<file path="src/hw/rtl/ltps_pkg.sv">
`timescale 1ns / 1ps
`default_nettype none
package ltps_pkg;
	localparam int MAX_CANDIDATES = 8;
	localparam int ROW_BITS       = 12;
	localparam int MAX_COLUMNS    = 4096;
	localparam int EMPTY_COST     = 5000;
	localparam int MIN_GAP        = 2;

	localparam int CNT_IN_BITS = 4;
	localparam int COL_BITS    = 13;
	localparam int CNT_BITS    = $clog2(MAX_CANDIDATES + 1);
	localparam int IDX_BITS    = $clog2(MAX_CANDIDATES);
	localparam int POS_BITS    = $clog2(MAX_COLUMNS + 1);
	localparam int NEAR_BITS   = (ROW_BITS > $clog2(EMPTY_COST + 1)) ?
		ROW_BITS : $clog2(EMPTY_COST + 1);
	localparam int COST_BITS   = NEAR_BITS + 1;
	localparam int SCORE_BITS  = NEAR_BITS + 2;

	localparam int IN_RAW_BITS   = CNT_IN_BITS + MAX_CANDIDATES * ROW_BITS;
	localparam int IN_DATA_BITS  = ((IN_RAW_BITS + 7) / 8) * 8;
	localparam int OUT_RAW_BITS  = COL_BITS + ROW_BITS + 1;
	localparam int OUT_DATA_BITS = ((OUT_RAW_BITS + 7) / 8) * 8;

	typedef logic signed [ROW_BITS-1:0] row_t;
	typedef row_t rows_t [MAX_CANDIDATES];
	typedef logic [COST_BITS-1:0] cost_t;
	typedef cost_t costs_t [MAX_CANDIDATES];

	typedef struct packed {
		logic                  found;
		logic [SCORE_BITS-1:0] score;
		logic [ROW_BITS-1:0]   span;
		logic [IDX_BITS-1:0]   k;
	} pair_t;
	typedef pair_t pairs_t [MAX_CANDIDATES];

	typedef struct packed {
		logic                found;
		logic [ROW_BITS-1:0] span;
		logic [IDX_BITS-1:0] e;
		logic [IDX_BITS-1:0] k;
	} pick_t;

	function automatic logic [ROW_BITS-1:0] absdiff(input row_t a, input row_t b);
		logic signed [ROW_BITS:0] d;
		d = $signed({a[ROW_BITS-1], a}) - $signed({b[ROW_BITS-1], b});
		return d[ROW_BITS] ? ROW_BITS'(-d) : d[ROW_BITS-1:0];
	endfunction

	function automatic logic [NEAR_BITS-1:0] nearest(input row_t p, input rows_t rows,
		input logic [CNT_BITS-1:0] n);
		logic [NEAR_BITS-1:0] best;
		logic [NEAR_BITS-1:0] d;
		best = NEAR_BITS'(EMPTY_COST);
		for (int i = 0; i < MAX_CANDIDATES; i++) begin
			d = NEAR_BITS'(absdiff(rows[i], p));
			if (i < int'(n) && d < best)
				best = d;
		end
		return best;
	endfunction
endpackage
`default_nettype wire

</file>
<file path="src/hw/rtl/ltps_merge.sv">
`timescale 1ns / 1ps
`default_nettype none
module ltps_merge (
	input  wire logic             clk,
	input  wire logic             en,
	input  wire ltps_pkg::pairs_t pairs,
	output ltps_pkg::pick_t       pick_s3
);
	import ltps_pkg::*;

	pick_t best;
	logic [SCORE_BITS-1:0] best_score;

	always_comb begin
		best = '0;
		best_score = '0;
		for (int e = 0; e < MAX_CANDIDATES; e++) begin
			if (pairs[e].found && (!best.found || pairs[e].score < best_score ||
				(pairs[e].score == best_score && pairs[e].span < best.span))) begin
				best.found = 1'b1;
				best.span  = pairs[e].span;
				best.e     = IDX_BITS'(e);
				best.k     = pairs[e].k;
				best_score = pairs[e].score;
			end
		end
	end

	always_ff @(posedge clk) begin
		if (en)
			pick_s3 <= best;
	end
endmodule
`default_nettype wire

</file>
<file path="config.mk">
export PLATFORM = sky130hd
export DESIGN_NAME = ltps_merge
export DESIGN_NICKNAME = d
export VERILOG_FILES = /design/src/hw/rtl/ltps_pkg.sv /design/src/hw/rtl/ltps_merge.sv
export SDC_FILE = /design/constraint.sdc
export NUM_CORES = 1
export LEC_CHECK = 0
export BUFFER_PORTS_ARGS = -buffer_cell sky130_fd_sc_hd__clkbuf_2
export CAP_MARGIN = 20
export CORE_AREA = 2 2 131 133
export CTS_CLUSTER_DIAMETER = 60
export DETAILED_ROUTE_END_ITERATION = 8
export DIE_AREA = 0 0 133 135
export GPL_ROUTABILITY_DRIVEN = 0
export MAX_ROUTING_LAYER = met4
export PLACE_DENSITY = 0.86
export SYNTH_ARGS = -nofsm -noshare
export SYNTH_HDL_FRONTEND = slang
export SYNTH_SLANG_ARGS = --single-unit
</file>
<file path="constraint.sdc">
create_clock -name clk -period 25.1 [get_ports clk]
set_input_delay 2.51 -clock clk [delete_from_list [all_inputs] [get_ports clk]]
set_output_delay 2.51 -clock clk [all_outputs]
set_load 0.02 [all_outputs]
</file>
==> Yosys cells after proc, flatten, opt, wreduce, memory -nomap -nowiden <==
Cells that the tools add are included.
{ "word_totals": {"ff_bits": 19, "input_bits": 250, "output_inout_bits": 19, "wordCells": 79} }
{ "classes": {"order_cmp": 14, "eq_ne": 7, "n_mux": 15, "reduce_logical": 37} }
{ "op_table": {"columns": ["cell", "n"], "rows": [
  ["$mux W19", 7],
  ["$eq A15 B15 Y1", 7],
  ["$lt A15 B15 Y1", 7],
  ["$mux W15", 7],
  ["$lt A12 B12 Y1", 7],
  ["$mux W18", 1],
  ["$logic_and A1 B1 Y1", 14],
  ["$logic_or A1 B1 Y1", 14],
  ["$logic_not A1 Y1", 7],
  ["$reduce_or A4 Y1", 1],
  ["$reduce_or A2 Y1", 1]
]} }

==> Logic depth before layout (Yosys ltp) <==
{ "depth": {"word_depth": 36, "depth_mapped": 86, "mapped_depth_nobuf": 71} }

==> Least setup slack after synthesis <==
Ideal clock, no wire load.
{ "synth_path": {"path_type": "input port to flip-flop", "start": "in pairs[247] (netlist bit)", "end": "reg pick_s3[10] (netlist bit) (data pin)", "setup_ps": 264, "arrival_ps": 18207, "slack_ps": 6629, "cell_stages": 80, "path_buffers": 14, "path_cell_list": "clkbuf_1 > buf_1 > buf_1 > nand2_1 > ha_1 > nand4_1 > nor3_1 > o311ai_1 > a222oi_1 > clkbuf_1 > clkbuf_1 > a31oi_1 > ha_1 > a21o_1 > a21oi_1 > nor2b_1 > nand2_1 > o21ai_1 > (+44 left out) > o21a_1 > buf_2 > buf_4 > nand2b_1 > o221a_2 > ha_1 > nor2b_1 > o21a_1 > o21a_1 > o21a_1 > o21ai_0 > a21oi_1 > o31ai_1 > a211oi_1 > o31ai_1 > a41oi_4 > buf_4 > mux2i_1"} }
{ "synth_lines": {"columns": ["item", "line_no", "rtl"], "rows": [
  ["from (decl)", "ltps_merge.sv:6", "input wire ltps_pkg::pairs_t pairs,"],
  ["to (signal assigned)", "ltps_merge.sv:31", "pick_s3 <= best;"],
  ["to (decl)", "ltps_merge.sv:7", "output ltps_pkg::pick_t pick_s3"]
]} }

==> reports/results.tsv <==
metric	value	unit
status	completed	
crit_top_cell	o21a_1	
grt_remaining_overflow	0	
start_util	49.9	%
cp_slowest_cell	or2_1	
total_power	496	µW
hpwl	24700	µm
final_cells	1505	
core-area	16400	µm²
antenna_found_initial	0	
clk_pin_slew_worst_paths	0.05	ns
grt_usage	31.2	%
drive_gt1_share	25.2	%
cts-buffers-inserted	3	
timing.fmax	0.0449	GHz
max-vdd-ir-drop	0.0385	mV
synth-seq-area-share	6.97	%
die_w	133	µm
required	25.10	ns
area_growth_syn_to_layout	18.7	%
setup_viol	0	
ys_async_sr_fraction	0	%
cts_max_path_buffers	2	
synth_cell_types	67	
cts_resized	0	
cp.arrival	22.29	ns
synth_edf_count	19	
min_period	22.29	ns
cts_hold_buf	0	
syn_area	8180	µm²
wire_per_inst	18.8	µm
post_cts_buffers	0	
ys_seq_elements	19	
combPwrFrac	83.5	%
clock_sinks	19	
ys_warn_count	0	
synth_top_area_share	27.8	%
cap_violations	0	
synth_area_per_cell	7.74	µm²
largest_register	pick_s3	
via_count	9346	
power_frac_clock	6.4	%
swShare	49.9	%
dieArea	18000	µm²
max_slew_margin	30.9	%
worstSetupEndpointType	register	
antenna_cells	0	
hp-class	input port to register	
grt_pass1_vias	8979	
wl	28300	µm
largest_reg_flops	19	
drtIter0Drc	805	
syn_nets	1489	
dp.cells	1500	
critPathLaunchType	input port	
grt_pass1_wl	43900	µm
antenna_violating_nets_post_route	0	
worstMarginPinSlew	1.04	ns
port_buffers	268	
min_period_over_period	88.8	%
slowest_delay	0.89	ns
synth.largest_area_cell	ha_1	
drc	0	
htreeDepth	1	
nets	1718	
cts_tree	built	
p_leak	0.00499	µW
cellPowerDensity	51.0	nW/µm²
seq_power_share	10.2	%
crit_type	input port to register	
hold_viol	0	
pin_count	269	
synth_area_leaders	ha_1 (28%), edfxtp_1 (7.0%), a21o_1 (4.7%)	
placedInstanceArea	9620	µm²
p_int	248	µW
cts_root_buffer	clkbuf_16	
power.switching	247	µW
post-route-util	59.2	%
stdcell_area	9720	µm²
ys.flop_type	edfxtp_1	
die_y	135	µm
grt_setup_unrepaired	false	
path_max_fanout	60	
rows	47	
setup_tns	0	ns
synthCells	1057	
top_regs	pick_s3 x19	
drt-pass1-iter-count	6	
grt_start_max_net_pins	61	
via_per_inst	6.21	
drv_slew	0	
## synth_stat cells, drive strengths merged, types with 4 or more instances
| master | n |
|---|---|
| and4 | 5 |
| a211o | 12 |
| o21a | 33 |
| a21o | 51 |
| o31ai | 22 |
| a31oi | 42 |
| o21ai | 80 |
| nor3 | 12 |
| a2111oi | 8 |
| or2 | 4 |
| o221a | 14 |
| nor2b | 38 |
| inv | 85 |
| a211oi | 15 |
| a311oi | 16 |
| mux2i | 37 |
| buf | 28 |
| nand4 | 29 |
| and3 | 5 |
| a21boi | 15 |
| a21oi | 43 |
| nand3 | 27 |
| and2 | 5 |
| nand2 | 81 |
| nand2b | 28 |
| edfxtp | 19 |
| ha | 182 |
| nand4b | 7 |
| clkbuf | 24 |
| mux2 | 23 |
| nor2 | 26 |
## worst max-delay path: cells and delay by family
family                     cells  cell delay, ns
AOI/OAI and AO/OA             35            8.88
and+or+nand+nor               20            5.36
buffers and inverters          7            2.33
adders and majority gates      7            1.90
muxes                          3            1.18
## final cells by class
| class | instances | area [µm²] |
|---|---|---|
| Clock buffer | 4 | 78.8 |
| Timing Repair Buffer | 276 | 1410 |
| Fill cell | 1500 | 6690 |
| Multi-Input combinational cell | 901 | 7060 |
| Sequential cell | 19 | 571 |
| Inverter | 85 | 319 |
| Tap cell | 220 | 275 |
## power groups by stage
| stage | logic (µW) | registers (µW) | clock network [µW] |
|---|---|---|---|
| after floorplan | 281 | 62.1 | 0 |
| after global placement | 389 | 50.9 | 0 |
| after detailed placement | 403 | 51.1 | 0 |
| after CTS | 406 | 50.5 | 31.5 |
| after global routing | 461 | 50.8 | 33.0 |
| final | 414 | 50.3 | 31.7 |
## layout by cell type, fill, tap and decap left out, types with 19 or more instances in the layout
| cell | count |
|---|---|
| mux2i_1 | 37 |
| ha_1 | 182 |
| nor2_1 | 26 |
| o21a_1 | 33 |
| nand2b_1 | 28 |
| nor2b_1 | 38 |
| nand2_1 | 81 |
| a31oi_1 | 42 |
| nand4_1 | 29 |
| clkbuf_2 | 268 |
| o31ai_1 | 22 |
| edfxtp_1 | 19 |
| a21oi_1 | 43 |
| inv_1 | 85 |
| a21o_1 | 51 |
| nand3_1 | 27 |
| o21ai_0 | 65 |
| mux2_2 | 23 |
## through the flow
step                      worst slack [ns]  hold WS (ns)
after detailed placement              2.44          2.84
after global placement                3.11          2.82
after floorplan                       6.63          2.62
after global routing                 0.940          2.59
after CTS                             2.67          2.59
final                                 2.81          2.58
## metal layers
layer,vias to the layer above,GRT usage [%],part of all wire [%]
li1,4524,-,-
met1,4241,37.8,41
met2,509,53.8,46
met3,72,3.19,9.0
met4,0,11.6,4.0
met5,-,-,0
## kinds of logic (layout without fill, tap and decap cells)
kind of cell | Yosys count | in the layout | share of synthesized area [%]
simple gates | 280 | 280 | 18.1
flops | 19 | 19 | 6.97
fa+ha+maj | 182 | 182 | 27.8
mux | 60 | 60 | 7.69
buf+inv | 137 | 365 | 6.76
compound gates | 379 | 379 | 32.7
## worst paths after layout
path	startpoint	end	slack, ns	cells past startpoint
setup / recovery	pairs[247]	pick_s3[1]	2.81	72
hold / removal	pairs[1]	pick_s3[1]	2.58	2
Power figures use the tool's default switching activity.
