==> src/hw/rtl/ltps_pkg.sv <==
`timescale 1ns / 1ps
`default_nettype none
package ltps_pkg;
	localparam int MAX_CANDIDATES = 8;
	localparam int ROW_BITS       = 12;
	localparam int MAX_COLUMNS    = 4096;
	localparam int EMPTY_COST     = 5000;
	localparam int MIN_GAP        = 2;

	localparam int CNT_IN_BITS = 4;
	localparam int COL_BITS    = 13;
	localparam int CNT_BITS    = $clog2(MAX_CANDIDATES + 1);
	localparam int IDX_BITS    = $clog2(MAX_CANDIDATES);
	localparam int POS_BITS    = $clog2(MAX_COLUMNS + 1);
	localparam int NEAR_BITS   = (ROW_BITS > $clog2(EMPTY_COST + 1)) ?
		ROW_BITS : $clog2(EMPTY_COST + 1);
	localparam int COST_BITS   = NEAR_BITS + 1;
	localparam int SCORE_BITS  = NEAR_BITS + 2;

	localparam int IN_RAW_BITS   = CNT_IN_BITS + MAX_CANDIDATES * ROW_BITS;
	localparam int IN_DATA_BITS  = ((IN_RAW_BITS + 7) / 8) * 8;
	localparam int OUT_RAW_BITS  = COL_BITS + ROW_BITS + 1;
	localparam int OUT_DATA_BITS = ((OUT_RAW_BITS + 7) / 8) * 8;

	typedef logic signed [ROW_BITS-1:0] row_t;
	typedef row_t rows_t [MAX_CANDIDATES];
	typedef logic [COST_BITS-1:0] cost_t;
	typedef cost_t costs_t [MAX_CANDIDATES];

	typedef struct packed {
		logic                  found;
		logic [SCORE_BITS-1:0] score;
		logic [ROW_BITS-1:0]   span;
		logic [IDX_BITS-1:0]   k;
	} pair_t;
	typedef pair_t pairs_t [MAX_CANDIDATES];

	typedef struct packed {
		logic                found;
		logic [ROW_BITS-1:0] span;
		logic [IDX_BITS-1:0] e;
		logic [IDX_BITS-1:0] k;
	} pick_t;

	function automatic logic [ROW_BITS-1:0] absdiff(input row_t a, input row_t b);
		logic signed [ROW_BITS:0] d;
		d = $signed({a[ROW_BITS-1], a}) - $signed({b[ROW_BITS-1], b});
		return d[ROW_BITS] ? ROW_BITS'(-d) : d[ROW_BITS-1:0];
	endfunction

	function automatic logic [NEAR_BITS-1:0] nearest(input row_t p, input rows_t rows,
		input logic [CNT_BITS-1:0] n);
		logic [NEAR_BITS-1:0] best;
		logic [NEAR_BITS-1:0] d;
		best = NEAR_BITS'(EMPTY_COST);
		for (int i = 0; i < MAX_CANDIDATES; i++) begin
			d = NEAR_BITS'(absdiff(rows[i], p));
			if (i < int'(n) && d < best)
				best = d;
		end
		return best;
	endfunction
endpackage
`default_nettype wire

==> src/hw/rtl/ltps_lane.sv <==
`timescale 1ns / 1ps
`default_nettype none
module ltps_lane (
	input  wire logic                        clk,
	input  wire logic                        en,
	input  wire ltps_pkg::row_t              row,
	input  wire ltps_pkg::rows_t             prev_rows,
	input  wire logic [ltps_pkg::CNT_BITS-1:0] prev_cnt,
	input  wire logic                        has_prev,
	input  wire ltps_pkg::rows_t             next_rows,
	input  wire logic [ltps_pkg::CNT_BITS-1:0] next_cnt,
	input  wire logic                        has_next,
	output ltps_pkg::cost_t                  cost_s1
);
	import ltps_pkg::*;

	logic [NEAR_BITS-1:0] near_prev, near_next;
	cost_t cost;

	always_comb begin
		near_prev = has_prev ? nearest(row, prev_rows, prev_cnt) : '0;
		near_next = has_next ? nearest(row, next_rows, next_cnt) : '0;
		cost = COST_BITS'(near_prev) + COST_BITS'(near_next);
	end

	always_ff @(posedge clk) begin
		if (en)
			cost_s1 <= cost;
	end
endmodule
`default_nettype wire

==> config.mk <==
export PLATFORM = sky130hd
export DESIGN_NAME = ltps_lane
export DESIGN_NICKNAME = d
export VERILOG_FILES = /design/src/hw/rtl/ltps_pkg.sv /design/src/hw/rtl/ltps_lane.sv
export SDC_FILE = /design/constraint.sdc
export NUM_CORES = 1
export LEC_CHECK = 0
export BUFFER_PORTS_ARGS = -buffer_cell sky130_fd_sc_hd__buf_4
export CORE_UTILIZATION = 45
export DETAILED_ROUTE_END_ITERATION = 7
export GPL_ROUTABILITY_DRIVEN = 1
export PLACE_DENSITY = 0.73
export RECOVER_POWER = 50
export SYNTH_ARGS = -nofsm -noshare
export SYNTH_HDL_FRONTEND = slang
export SYNTH_SLANG_ARGS = --single-unit
==> constraint.sdc <==
create_clock -name clk -period 23.9 [get_ports clk]
set_clock_uncertainty 0.15 [all_clocks]
set_input_delay 5.975 -clock clk [delete_from_list [all_inputs] [get_ports clk]]
set_output_delay 5.975 -clock clk [all_outputs]
set_load 0.02 [all_outputs]
; ---- After elaboration in Yosys (flattened, before gate mapping)
; Index checks and enable logic that the tools add are counted.
[classes]
order_cmp = 32
addsub = 33
muxes = 34
reduce_logical = 16
[op_table]
columns = op, count
row1 = $mux W13, 18
row2 = $sub A12 B12 Y13, 16
row3 = $mux W12, 16
row4 = $neg A12 Y12, 16
row5 = $lt A12 B13 Y1, 14
row6 = $lt A3 B4 Y1 const A, 8
row7 = $lt A12 B13 Y1 const B, 2
row8 = $logic_and A1 B1 Y1, 16
row9 = $lt A1 B4 Y1 const A, 4
row10 = $lt A2 B4 Y1 const A, 4
row11 = $add A13 B13 Y14, 1
[word_totals]
output_inout_bits = 14
register_bits = 14
wordCells = 116

; ---- Longest topological paths before layout
[depth]
ltp_word = 29
ltp_mapped = 113
depth_no_buf = 103

; ---- Worst setup path after synthesis
; OpenSTA, ideal clock, no wires.
[synth_timing]
path_kind = input to register
startpoint = in row[1]
endpoint = reg cost_s1[13] (data pin)
setup_ps = 257
arrival_time_ps = 25146
path_buffers = 9
stages = 103
setup_slack_ps = -1653
required_ps = 23493
cell_sequence = inv_1 > ha_1 > nor2b_1 > o2111ai_1 > a41oi_1 > o21ai_0 > nand2b_1 > a21o_1 > xor2_1 > nor3_1 > mux2i_1 > nand2_1 > a211o_1 > o21a_1 > ha_1 > a211oi_1 > o21a_1 > clkbuf_1 > (+67 left out) > clkbuf_1 > clkbuf_1 > nand2_1 > a21oi_1 > ha_1 > a21o_1 > a21oi_1 > o21bai_1 > a21oi_1 > o21bai_1 > a21oi_1 > o21bai_1 > a21oi_1 > o21bai_1 > a21oi_1 > nor2b_1 > o21ai_0 > nand2b_1
[synth_via]
elab_chain_len = 29
word_cells_on_any_way = 99
classes_between = 33 x add/sub / 16 x order compare / 34 x mux / 16 x reduce/logical
[synth_rtl]
columns = element, line_no
row1 = from (decl), ltps_lane.sv:6  ; input wire ltps_pkg::row_t row,
row2 = $sub A12 B12 Y13, ltps_pkg.sv:47  ; d = $signed({a[ROW_BITS-1], a}) - $signed({b[ROW_BITS-1], b});
row3 = $neg A12 Y12, ltps_pkg.sv:48  ; return d[ROW_BITS] ? ROW_BITS'(-d) : d[ROW_BITS-1:0];
row4 = $mux W12, ltps_pkg.sv:48
row5 = $lt A12 B13 Y1, ltps_pkg.sv:58  ; if (i < int'(n) && d < best)
row6 = $logic_and A1 B1 Y1, ltps_pkg.sv:58
row7 = $mux W13, ltps_pkg.sv:58
row8 = $lt A12 B13 Y1, ltps_pkg.sv:58
row9 = $logic_and A1 B1 Y1, ltps_pkg.sv:58
row10 = (+14 left out), n/a
row11 = $logic_and A1 B1 Y1, ltps_pkg.sv:58
row12 = $mux W13, ltps_pkg.sv:58
row13 = $lt A12 B13 Y1, ltps_pkg.sv:58
row14 = $logic_and A1 B1 Y1, ltps_pkg.sv:58
row15 = $mux W13, ltps_pkg.sv:58
row16 = "$mux W13, on equally long branches", "ltps_lane.sv:21, ltps_lane.sv:22"
row17 = $add A13 B13 Y14 (*), ltps_lane.sv:23  ; cost = COST_BITS'(near_prev) + COST_BITS'(near_next);
row18 = named net cost[13], ltps_lane.sv:18  ; cost_t cost;
row19 = to (signal assigned), ltps_lane.sv:28  ; cost_s1 <= cost;
row20 = to (decl), ltps_lane.sv:13  ; output ltps_pkg::cost_t cost_s1
; Mark *: on every way through the listed nets, which the timed path passes. The rest lies on a longest branch.
; A chain may end at the register's enable or synchronous reset.

; ---- Worst setup path in the final report
; Same ends and word-level chain as after synthesis.

==> insert_results.sql <==
INSERT INTO impl_metrics (metric_group, metric, value, unit) VALUES
('floorplan', 'die-area', '43810', 'um2'),
('synthesis', 'synth-edff-count', '14', ''),
('finish', 'final-seq-area', '420.4', 'um2'),
('global_routing', 'antenna_found_initial', '1', ''),
('sta', 'max_slew.worst_pin.slew', '1159', 'ps'),
('floorplan', 'fp.dieW', '209.3', 'um'),
('global_routing', 'globalRouteTotalUtil', '28.95', '%'),
('cts', 'cts-hold-fix-buffers', '0', ''),
('synthesis', 'synth.top_cells.by_area', 'sky130_fd_sc_hd__ha_1 23%, sky130_fd_sc_hd__xnor2_1 9.3%, sky130_fd_sc_hd__a21oi_1 5.1%, sky130_fd_sc_hd__xor2_1 4.7%, sky130_fd_sc_hd__nor2_1 4.6%', ''),
('cts', 'htree_num_levels', '1', ''),
('finish', 'largest_register_ff_count', '14', ''),
('sta', 'setup_viol', '0', ''),
('cts', 'cts_root_buffer', 'sky130_fd_sc_hd__clkbuf_16', ''),
('sta', 'max-slew-margin-rel', '21.95', '%'),
('synthesis', 'yosys.area_share.adder', '24.78', '%'),
('cts', 'cts_tree', 'built', ''),
('sta', 'timing.final.hold_violations', '0', ''),
('worst_setup_path', 'crit_top_cell', 'sky130_fd_sc_hd__a21oi_2', ''),
('route', 'detail_route.iter0.violations', '1438', ''),
('synthesis', 'syn-instance-count', '2648', ''),
('synthesis', 'yosys_most_used_dff', 'sky130_fd_sc_hd__edfxtp_1', ''),
('global_routing', 'global_route_wire_length_before_repair', '103.4', 'mm'),
('floorplan', 'start_util', '45.90', '%'),
('cts', 'cts.sink_count', '14', ''),
('min_path', 'worst_hold_path_class', 'input port to register', ''),
('synthesis', 'synth.distinct_cells', '111', ''),
('synthesis', 'synth.avg_cell_area', '7.304', 'um2'),
('global_routing', 'first_global_vias', '20260', ''),
('synthesis', 'synth_simple_gate_area_share', '20.68', '%'),
('synthesis', 'synth-compound-area-share', '30.06', '%'),
('sta', 'period_needed', '23390', 'ps'),
('synthesis', 'postSynthRegisterBits', '14', ''),
('cts', 'cts_made_buffers', '3', ''),
('synthesis', 'yosysWarningCount', '0', ''),
('finish', 'insertedDiodeCount', '0', ''),
('cts', 'cts_buffer_depth', '2', ''),
('global_routing', 'grt.overflow.total', '0', ''),
('route', 'viasPerCell', '6.015', ''),
('worst_setup_path', 'startpoint_type', 'input port', ''),
('sta', 'fmaxAchievable', '0.04275', 'GHz'),
('route', 'routed_wire_length_per_instance', '18.85', 'um'),
('finish', 'largest_register', 'cost_s1', ''),
('placement', 'place.detailed.hpwl', '56.98', 'mm'),
('worst_setup_path', 'timing_worst_setup_path_type', 'input port to register', ''),
('route', 'wl', '67.97', 'mm'),
('placement', 'io_buffer_count', '229', ''),
('synthesis', 'ys_seq_area_share', '2.174', '%'),
('status', 'outcome', 'finished clean', ''),
('synthesis', 'synth_xor_area_share', '14.29', '%'),
('finish', 'final_net_count', '3652', ''),
('cts', 'clk_pin_slew', '40', 'ps'),
('route', 'drt_first_pass_iters', '6', ''),
('placement', 'place_congestion', '0.9614', ''),
('floorplan', 'dieHeight', '209.3', 'um'),
('worst_setup_path', 'critical_path.endpoint_type', 'register', ''),
('floorplan', 'row_count', '75', ''),
('worst_setup_path', 'critical_path.max_stage_delay', '410', 'ps'),
('route', 'drt.antenna.violating_nets', '0', ''),
('synthesis', 'synth.cell_area', '19340', 'um2'),
('synthesis', 'post_synth_mux_area_share', '3.752', '%'),
('finish', 'layout-drive-gt1-share', '24.45', '%'),
('finish', 'syn_to_final_growth', '27.42', '%'),
('route', 'route.detailed.drc', '0', ''),
('global_routing', 'maximum_number_of_pins_on_one_net_before_global_route_repair', '18', ''),
('worst_setup_path', 'critical_path_maximum_fanout', '13', ''),
('synthesis', 'synth.top_cell.area_share', '22.71', '%'),
('job', 'cap_viol_max_count', '0', ''),
('finish', 'fillCellCount', '3848', ''),
('synthesis', 'yosys.cell_count.top_type', 'sky130_fd_sc_hd__ha_1', ''),
('synthesis', 'asyncSetResetFlopFracSynth', '0', '%'),
('finish', 'multiInputGateArea', '19350', 'um2');
==> stage by stage <==
stage | instance area (um2) | TNS, ps | instances | worst slack [ps] | hold WS [ps]
after floorplan | 19560 | 0 | 2648 | 3.013 | 5938
after global placement | 22960 | 0 | 3542 | 41.69 | 6172
after detailed placement | 22960 | -1631 | 3542 | -503.4 | 6179
after CTS | 23120 | 0 | 3549 | 6.402 | 5933
after global routing | 24640 | -570.2 | 3606 | -219.5 | 6200
final | 24640 | 0 | 3606 | 509.7 | 6155
==> what timing repair did <==
action | 4_1_cts | 5_1_grt
pin swaps | 4 | 111
setup buffers | 3 | 53
resized for setup | 14 | 234
setup endpoints to repair | 4 | 13
cloned | 0 | 4
==> critical path, delay by kind of cell <==
family	cells	cell delay, ps
AO/OA/AOI/OAI	48	8930
multiplexers	1	150
adder cells (fa/ha/maj)	10	3060
AND/OR/NAND/NOR	24	3380
buffers and inverters	10	1450
XOR/XNOR	1	310
==> layer usage <==
layer	up-vias	wire length [um]	global-route usage, %	share of wire [%]
met2	745	31420	48.56	46
met4	0	2142	8.595	3.2
met3	124	4245	3.367	6.2
li1	10600	-	-	-
met5	-	0	0	0
met1	10220	30160	38.75	44
==> cell type report <==
| type | count | share of cell area, % |
|---|---|---|
| clock inverter | 1 | 0.01523 |
| tap | 539 | 2.737 |
| inverter | 179 | 2.787 |
| multi-input combinational | 2421 | 78.52 |
| clock buffer | 3 | 0.3046 |
| sequential | 14 | 1.706 |
| timing repair buffer | 449 | 13.93 |
==> layout by cell type (no fill, tap or decap), types with 16 or more instances in the layout <==
| cell | count |
|---|---|
| sky130_fd_sc_hd__buf_4 | 427 |
| sky130_fd_sc_hd__ha_1 | 331 |
| sky130_fd_sc_hd__nor2_1 | 217 |
| sky130_fd_sc_hd__nand2_1 | 200 |
| sky130_fd_sc_hd__xnor2_1 | 197 |
| sky130_fd_sc_hd__inv_1 | 174 |
| sky130_fd_sc_hd__a21oi_1 | 166 |
| sky130_fd_sc_hd__o21ai_0 | 134 |
| sky130_fd_sc_hd__a21o_1 | 117 |
| sky130_fd_sc_hd__xor2_1 | 101 |
| sky130_fd_sc_hd__nand3_1 | 50 |
| sky130_fd_sc_hd__nand2b_1 | 44 |
| sky130_fd_sc_hd__o21bai_1 | 43 |
| sky130_fd_sc_hd__nor3_1 | 38 |
| sky130_fd_sc_hd__a21oi_2 | 34 |
| sky130_fd_sc_hd__mux2i_1 | 31 |
| sky130_fd_sc_hd__nor2b_1 | 30 |
| sky130_fd_sc_hd__a31oi_1 | 26 |
| sky130_fd_sc_hd__nand4_1 | 26 |
| sky130_fd_sc_hd__o21a_1 | 26 |
| sky130_fd_sc_hd__or2_2 | 24 |
| sky130_fd_sc_hd__o211ai_1 | 24 |
| sky130_fd_sc_hd__and3_1 | 23 |
| sky130_fd_sc_hd__o21ai_1 | 22 |
| sky130_fd_sc_hd__or3_1 | 21 |
| sky130_fd_sc_hd__o31ai_1 | 20 |
| sky130_fd_sc_hd__a211oi_1 | 20 |
| sky130_fd_sc_hd__mux2_2 | 18 |
| sky130_fd_sc_hd__ha_4 | 18 |
| sky130_fd_sc_hd__nor2_2 | 17 |
| sky130_fd_sc_hd__or4_1 | 16 |
==> final timing paths <==
check | startpoint | to | slack, ps | cells past startpoint
min | en | cost_s1[9]$_DFFE_PP_ | 6160 | 1
max | row[1] | cost_s1[13]$_DFFE_PP_ | 510 | 94
==> cell families after synthesis <==
family / Yosys count
compound gates: 845
buf+inv: 214
flops: 14
mux: 68
xor+xnor: 313
fa+ha+maj: 374
simple gates: 820
Power is left out: the tool's default activity adds up to more than one toggle a clock period on the data nets, which glitch-free logic cannot reach.
