[config.mk]
export PLATFORM = sky130hd
export DESIGN_NAME = ltps_pair
export DESIGN_NICKNAME = d
export VERILOG_FILES = /design/src/hw/rtl/ltps_pkg.sv /design/src/hw/rtl/ltps_pair.sv
export SDC_FILE = /design/constraint.sdc
export NUM_CORES = 1
export LEC_CHECK = 0
export ABC_AREA = 1
export BUFFER_PORTS_ARGS = -buffer_cell sky130_fd_sc_hd__buf_4
export CAP_MARGIN = 20
export CORE_MARGIN = 8
export CORE_UTILIZATION = 35
export DETAILED_ROUTE_END_ITERATION = 7
export PLACE_DENSITY = 0.6
export SYNTH_ARGS = -nofsm -noshare
export SYNTH_HDL_FRONTEND = slang
export SYNTH_SLANG_ARGS = --single-unit
export TNS_END_PERCENT = 50
[constraint.sdc]
create_clock -name clk -period 16.3 [get_ports clk]
set_clock_uncertainty 0.15 [all_clocks]
set_input_delay 0 -clock clk [delete_from_list [all_inputs] [get_ports clk]]
set_output_delay 0 -clock clk [all_outputs]
set_load 0.01 [all_outputs]
[src/hw/rtl/ltps_pkg.sv]
`timescale 1ns / 1ps
`default_nettype none
package ltps_pkg;
	localparam int MAX_CANDIDATES = 8;
	localparam int ROW_BITS       = 12;
	localparam int MAX_COLUMNS    = 4096;
	localparam int EMPTY_COST     = 5000;
	localparam int MIN_GAP        = 2;

	localparam int CNT_IN_BITS = 4;
	localparam int COL_BITS    = 13;
	localparam int CNT_BITS    = $clog2(MAX_CANDIDATES + 1);
	localparam int IDX_BITS    = $clog2(MAX_CANDIDATES);
	localparam int POS_BITS    = $clog2(MAX_COLUMNS + 1);
	localparam int NEAR_BITS   = (ROW_BITS > $clog2(EMPTY_COST + 1)) ?
		ROW_BITS : $clog2(EMPTY_COST + 1);
	localparam int COST_BITS   = NEAR_BITS + 1;
	localparam int SCORE_BITS  = NEAR_BITS + 2;

	localparam int IN_RAW_BITS   = CNT_IN_BITS + MAX_CANDIDATES * ROW_BITS;
	localparam int IN_DATA_BITS  = ((IN_RAW_BITS + 7) / 8) * 8;
	localparam int OUT_RAW_BITS  = COL_BITS + ROW_BITS + 1;
	localparam int OUT_DATA_BITS = ((OUT_RAW_BITS + 7) / 8) * 8;

	typedef logic signed [ROW_BITS-1:0] row_t;
	typedef row_t rows_t [MAX_CANDIDATES];
	typedef logic [COST_BITS-1:0] cost_t;
	typedef cost_t costs_t [MAX_CANDIDATES];

	typedef struct packed {
		logic                  found;
		logic [SCORE_BITS-1:0] score;
		logic [ROW_BITS-1:0]   span;
		logic [IDX_BITS-1:0]   k;
	} pair_t;
	typedef pair_t pairs_t [MAX_CANDIDATES];

	typedef struct packed {
		logic                found;
		logic [ROW_BITS-1:0] span;
		logic [IDX_BITS-1:0] e;
		logic [IDX_BITS-1:0] k;
	} pick_t;

	function automatic logic [ROW_BITS-1:0] absdiff(input row_t a, input row_t b);
		logic signed [ROW_BITS:0] d;
		d = $signed({a[ROW_BITS-1], a}) - $signed({b[ROW_BITS-1], b});
		return d[ROW_BITS] ? ROW_BITS'(-d) : d[ROW_BITS-1:0];
	endfunction

	function automatic logic [NEAR_BITS-1:0] nearest(input row_t p, input rows_t rows,
		input logic [CNT_BITS-1:0] n);
		logic [NEAR_BITS-1:0] best;
		logic [NEAR_BITS-1:0] d;
		best = NEAR_BITS'(EMPTY_COST);
		for (int i = 0; i < MAX_CANDIDATES; i++) begin
			d = NEAR_BITS'(absdiff(rows[i], p));
			if (i < int'(n) && d < best)
				best = d;
		end
		return best;
	endfunction
endpackage
`default_nettype wire

[src/hw/rtl/ltps_pair.sv]
`timescale 1ns / 1ps
`default_nettype none
module ltps_pair (
	input  wire logic                          clk,
	input  wire logic                          en,
	input  wire logic [ltps_pkg::IDX_BITS-1:0] e,
	input  wire ltps_pkg::rows_t               rows,
	input  wire ltps_pkg::costs_t              costs,
	input  wire logic [ltps_pkg::CNT_BITS-1:0] n,
	output ltps_pkg::pair_t                    pair_s2
);
	import ltps_pkg::*;

	pair_t best;
	logic [SCORE_BITS-1:0] score;
	logic [ROW_BITS-1:0] span;
	logic ok;

	// Best partner k above this lane's row; the earliest k wins a full tie.
	always_comb begin
		best = '0;
		for (int k = 0; k < MAX_CANDIDATES; k++) begin
			span  = absdiff(rows[e], rows[k]);
			score = SCORE_BITS'(costs[e]) + SCORE_BITS'(costs[k]);
			ok    = (k > int'(e)) && (k < int'(n)) && (int'(span) >= MIN_GAP);
			if (ok && (!best.found || score < best.score ||
				(score == best.score && span < best.span))) begin
				best.found = 1'b1;
				best.score = score;
				best.span  = span;
				best.k     = IDX_BITS'(k);
			end
		end
	end

	always_ff @(posedge clk) begin
		if (en)
			pair_s2 <= best;
	end
endmodule
`default_nettype wire

# Word-level counts from Yosys, hierarchy flattened
# Cells that the tools add are included.
dict set report totals {
  output_inout_bits 31
  word_cells 134
  ff_bits 31
  inputBits 217
}
dict set report op_classes {
  reduce_logical 46
  bitwise_logic 1
  mux 20
  n_lt_le_gt_ge 34
  eq_ne 6
  n_addsub 21
}
# cell count
set op_table {}
lappend op_table {{$mux 31} 6}
lappend op_table {{$mux 12} 9}
lappend op_table {{$add 14x14->15} 7}
lappend op_table {{$sub 12x12->13} 7}
lappend op_table {{$eq 15x15->1} 6}
lappend op_table {{$lt 15x15->1} 6}
lappend op_table {{$ge 12x2->1 const B} 7}
lappend op_table {{$neg 12->12} 7}
lappend op_table {{$lt 12x12->1} 6}
lappend op_table {{$bmux 14 s3} 1}
lappend op_table {{$bmux 12 s3} 1}
lappend op_table {{$mux 30} 1}
lappend op_table {{$mux 14} 2}
lappend op_table {{$logic_and 1x1->1} 26}
lappend op_table {{$lt 3x4->1 const A} 4}
lappend op_table {{$gt 3x3->1 const A} 4}
lappend op_table {{$logic_or 1x1->1} 12}
lappend op_table {{$lt 2x4->1 const A} 2}
lappend op_table {{$gt 2x3->1 const A} 2}
lappend op_table {{$logic_not 1->1} 6}
lappend op_table {{$ge 4x4->1 const B} 1}
lappend op_table {{$lt 1x4->1 const A} 1}
lappend op_table {{$not 3->4} 1}
lappend op_table {{$reduce_or 4->1} 1}
lappend op_table {{2 further kinds} 2}

# Longest topological paths before layout
# Gate-level depths: netlist of run 1.
dict set report logic_depth {
  depth_word 40
  mapped_depth 123
  depth_no_buf 114
}

# Least setup slack after synthesis of run 1
# Ideal clock, no wire load.
dict set report synth_path {
  path_type {input to register}
  startpoint {input e[0] in the netlist's numbering}
  endpoint {register pair_s2[15] in the netlist's numbering, data pin}
  cell_stages 113
  path_slack_ns 1.165
  required_time_ns 15.897
  arrival_ns 14.733
  path_buffers 10
  cell_sequence {clkbuf_1 inv_1 clkbuf_1 clkbuf_1 a21oi_1 o21ai_0 a31oi_1 fa_1 inv_1 ha_1 inv_1 nor2_1 nand3_1 nor2_1 nand3_1 nand2_1 nand2_1 a21oi_1 [77 not listed] nand2_2 nand2_2 inv_1 clkbuf_1 nand2_1 o21ai_0 inv_1 ha_1 nand2_1 nor3b_1 o211ai_1 a2111oi_0 nand2_1 nand2_4 nand2_4 buf_6 nand2_1 nand2_1}
}
# item line
set synth_rtl {}
lappend synth_rtl {{start, declared} ltps_pair.sv:6} ;# input wire logic [ltps_pkg::IDX_BITS-1:0] e,
lappend synth_rtl {{end signal, assigned} ltps_pair.sv:38} ;# pair_s2 <= best;
lappend synth_rtl {{end, declared} ltps_pair.sv:10} ;# output ltps_pkg::pair_t pair_s2

==> results of run 1 <==
==> cell usage in the layout, fill, tap and decap left out, drive strengths merged, types with 3 or more instances in the layout <==
cell and n:
a2111oi 4, a211oi 11, a21o 10, a21oi 247
a221oi 12, a311oi 3, a31oi 23, and2 5
buf 305, clkbuf 7, diode 3, edfxtp 31
fa 14, ha 345, inv 425, nand2 620
nand3 143, nand3b 17, nand4 28, nor2 228
nor3 37, nor3b 4, nor4 14, o2111ai 5
o211ai 12, o21ai 302, o21bai 50, o221ai 3
o22ai 16, or2 10, xnor2 22, xor2 155
==> report_power, final <==
part	switching, mW	total, mW	internal (mW)
Clock	0.0308	0.0871	0.0563
Combinational	1.23	1.97	0.739
Sequential	0.00962	0.152	0.142
==> routing by layer <==
| metal | track usage (%) | up-vias | wire length, um |
|---|---|---|---|
| li1 | - | 10200 | - |
| met1 | 28.1 | 8871 | 28900 |
| met2 | 37.4 | 537 | 30800 |
| met3 | 2.43 | 67 | 4060 |
| met4 | 4.82 | 0 | 1420 |
| met5 | 0 | - | 0 |
==> logic make-up after synthesis <==
group,synth area share (%)
simple gates,26.5
xor+xnor,8.86
buf+inv,11.0
compound gates,22.2
flops,5.29
fa+ha+maj,26.1
==> repair_timing <==
item | CTS | global route
hold buffers | 0 | 0
gates resized for setup | 0 | 81
setup buffers | 0 | 6
setup endpoints to repair | 0 | 31
==> final cells by class <==
type	instances	area share (%)
Multi-Input combinational cell	2346	71.8
Timing Repair Buffer	305	11.2
Inverter	427	7.72
Sequential cell	31	4.47
Tap cell	672	4.04
Clock buffer	7	0.638
Timing Repair inverter	1	0.0361
Antenna cell	3	0.0361
Clock inverter	1	0.0241
==> metrics by stage <==
stage	power, mW	cells	utilization, %	cell area [um2]
3_3_place_gp	2.05	3771	40.8	20400
2_1_floorplan	1.53	2875	-	17600
4_1_cts	2.15	3779	41.1	20500
3_5_place_dp	2.05	3771	40.8	20400
5_1_grt	2.48	3793	41.7	20800
6_report	2.21	3793	41.7	20800
==> worst max-delay path by stage <==
| stage | cells after the start | end | from | slack (ns) |
|---|---|---|---|---|
| floorplan | 113 | pair_s2[15] | e[0] | 1.16 |
| global placement | 104 | pair_s2[29] | e[0] | 0.36 |
| detailed placement | 104 | pair_s2[14] | e[0] | 0.1 |
| finish | 104 | pair_s2[3] | e[1] | 1.39 |
| global route | 111 | pair_s2[23] | e[0] | 0.008 |
| CTS | 106 | pair_s2[14] | e[0] | 0.39 |
==> metrics, run 1 <==
WP buf/inv 15; growth of design area from synthesis to finish 18.3%; power per cell area 106 nW/um2; Synth Register Bits 31; Core Rows 82; DR WL/cell 17.2 um; clk sinks 31; largest net degree at the start of global routing 57; worst hold path depth 1; final setup fails 0; CTS max path bufs 2; max reg flops 31; core area ~50,000 um2; final period utilization 91.5%; Post-synth top cells 600 x nand2_1, 421 x inv_1, 345 x ha_1, 297 x o21ai_0, 246 x a21oi_1; status complete, but fails checks; maximum vdd drop 0.0517 mV; Setup crit end kind flip-flop; CP max-delay cell buf_4; vias in the first global route 18,600; type of origin of the critical path input pin; die width roughly 240 um; hpwl dp 56,900 um; Cell variety after synth 51; Max FO, Critical Path 31; Post-synth top flop edfxtp_1; I/O pin cnt 248; Peak Freq about 0.067 GHz; Reg area 931 um2; final hold slack 0.0308 ns; PnR worst setup slack 1.39 ns; top area cells in the synthesized netlist ha_1 25%, nand2_1 13%, inv_1 9.0%; mapped cell area ~18,000 um2; initial antenna violation count 3; Largest regs pair_s2 (31); layout cells sized above 1 12.3%; Post-synth EDFFs 31; Worst-path clk slew 0.05 ns; nets@finish 3,693; Slew HR -2.27%; YS warnings 0; post-route setup TNS 0 ns; Yosys top cell by area ha_1; Routability Congestion 0.939; total track usage 21.5%; Routed WL approximately 65,000 um; syn avg cell area 6.12 um2; first-pass GRT wire length 99,300 um; pre-CTS setup slack just under 0.1 ns; most frequent cell after synthesis nand2_1; CTS tree built; first drt pass iteration count 8; Fill cells 5,462; async set-reset flop share out of synthesis 0%; CP peak stage delay 0.42 ns; failing checks max-capacitance violations, max-slew violations; final hold vios 0; RSZ-0062 raised after global routing false; die height around 240 um; syn nets 3,451; CP Data Arrival Time 14.78 ns; Initial Util 35.3%; Leak about 11 nW; Top reg by flops pair_s2; register area share after synthesis 5.29%; Vias/cell 5.18; Synth Instances 2,875; Port Buf Inserts 247; pin slew with the least headroom to its limit 1.52 ns; htree depth 2; Top delay family on crit path compound AO/OA/AOI/OAI gates; end of the worst hold path pair_s2[5]; DIE AREA 57,700 um2; routed vias 19,700; Slew Limit Fails 6; HP Start en; Initial DRC Count 1,532; Final ANT Viol Nets 0; maxcap violations 1; # DRC 0; CTS Buf Count 5; area of the multi-input gates 14,900 um2; WS Path Type in2reg; fin crit period 14.91 ns; Worst EP required 16.17 ns; Clock Tree Root clkbuf_16; top-area cell type share of the netlist area approximately 25%; grt total ovfl 0; Tightest Hold Check Type in2reg
Note: power is estimated with default switching activity, not from simulation.
==> run 2: changes to the inputs <==
--- a/config.mk
+++ b/config.mk
@@ -11,6 +11,7 @@
 export CORE_MARGIN = 8
 export CORE_UTILIZATION = 35
 export DETAILED_ROUTE_END_ITERATION = 7
+export GPL_TIMING_DRIVEN = 0
 export PLACE_DENSITY = 0.6
 export SYNTH_ARGS = -nofsm -noshare
 export SYNTH_HDL_FRONTEND = slang
==> metrics, run 2 (synthesized netlist as in run 1, its figures left out) <==
status complete, no violations; fin crit period 15.27 ns; nets@finish 3,778; pre-CTS setup slack -4.14 ns; final hold vios 0; Worst EP required 16.17 ns; CP dominant cell by count nand2_1; CTS Buf Count 5; area of the multi-input gates 15,500 um2; Tightest Hold Check Type in2reg; Largest regs pair_s2 (31); vias in the first global route 19,800; Worst-path clk slew ~0.050 ns; Top reg by flops pair_s2; initial antenna violation count 5; Initial Util a little over a third; PnR worst setup slack 1.03 ns; power per cell area 107 nW/um2; Final ANT Viol Nets 0; CP Data Arrival Time 15.14 ns; WS Path Type in2reg; Clock Tree Root clkbuf_16; Reg area 931 um2; Slew HR 25.8%; placed cell areas 20,400 um2; grt total ovfl 0; core area ~50,000 um2; CTS tree built; Initial DRC Count 1,700; die width 240 um; CP max-delay cell fa_2; Leak 11.7 nW; Max FO, Critical Path 11; routed vias 20,400; placed cells 3,802; Non-Filler Instances 3,878; Core Rows 82; DIE AREA 57,700 um2; total track usage approximately a quarter; Fill cells 5,403; Routability Congestion between 0.9 and 1; # DRC 0; maxcap violations 0; max reg flops 31; type of origin of the critical path input pin; pin slew with the least headroom to its limit 1.11 ns; htree depth 2; CP peak stage delay between 0.4 and 0.5 ns; commonest non-fill, non-tap cell in the layout nand2_1; growth of design area from synthesis to finish 26.7%; Routed WL 71,600 um; clk sinks 31; DR WL/cell 18.5 um; Slew Limit Fails 0; layout cells sized above 1 between 10% and 20%; Vias/cell 5.27; final instance area 22,300 um2; largest net degree at the start of global routing 32; I/O pin cnt 248; maximum vdd drop about 0.05 mV; hpwl dp 61,800 um; most frequent cells in the layout 592 x nand2_1, 414 x inv_1, 331 x ha_1, 319 x buf_4, 238 x a21oi_1; Port Buf Inserts 244; final setup fails 0; Power, Total between 2 and 2.5 mW; die height 240 um; Hold-fix buffers, CTS 0; first-pass GRT wire length 107,000 um; Setup crit end kind flip-flop; first drt pass iteration count 5; CTS max path bufs 2; final period utilization 93.7%; Peak Freq around 0.065 GHz
run 2: final cells by class:
type	count	share of cell area [%]
Inverter	427	7.28
Buffer	73	3.22
Clock buffer	5	0.562
Multi-Input combinational cell	2343	69.7
Timing Repair inverter	1	0.0337
Tap cell	672	3.77
Clock inverter	3	0.0674
Antenna cell	3	0.0337
Timing Repair Buffer	320	11.2
Sequential cell	31	4.18
run 2: worst paths after layout:
path / startpoint / to / slack (ns) / depth (start not counted)
worst max-delay path: e[1] / pair_s2[15] / 1.03 / 116
worst min-delay path: en / pair_s2[5] / 0.02 / 1
run 2: through the flow:
stage	hold slack, ns	util (%)	setup TNS [ns]
after global routing	0.0404	44.7	-1.38
after floorplan	-0.0375	-	0
after global placement	0.260	40.6	-145.41
final	0.0178	44.7	0
after detailed placement	0.259	40.9	-127.36
after CTS	0.0294	42.2	0
run 2: what timing repair did:
item / in CTS / in global routing
buffers inserted: 11 / 49
cloned: 1 / 5
resized for setup: 149 / 295
endpoints found under the setup margin: 31 / 31
pin swaps: 13 / 53
run 2: power breakdown:
group	internal (mW)	switching [mW]	total [mW]
combinational	0.832	1.31	2.14
clock	0.0551	0.0293	0.0844
sequential	0.142	0.00953	0.152
run 2: metal layers:
layer  share of wire (%)  vias up  track usage, %
li1                    -    10400               -
met1                  41     9212            28.1
met2                  48      679            42.4
met3                 6.3      160            2.62
met4                 4.5        4            8.99
met5               0.038        -               0
run 2: critical path: cells and delay by family:
family / cells / cell delay, ns
AOI/OAI and AO/OA: 37 / 5.44
adders and majority gates: 9 / 2.52
buffers and inverters: 21 / 2.75
and+or+nand+nor: 49 / 4.34
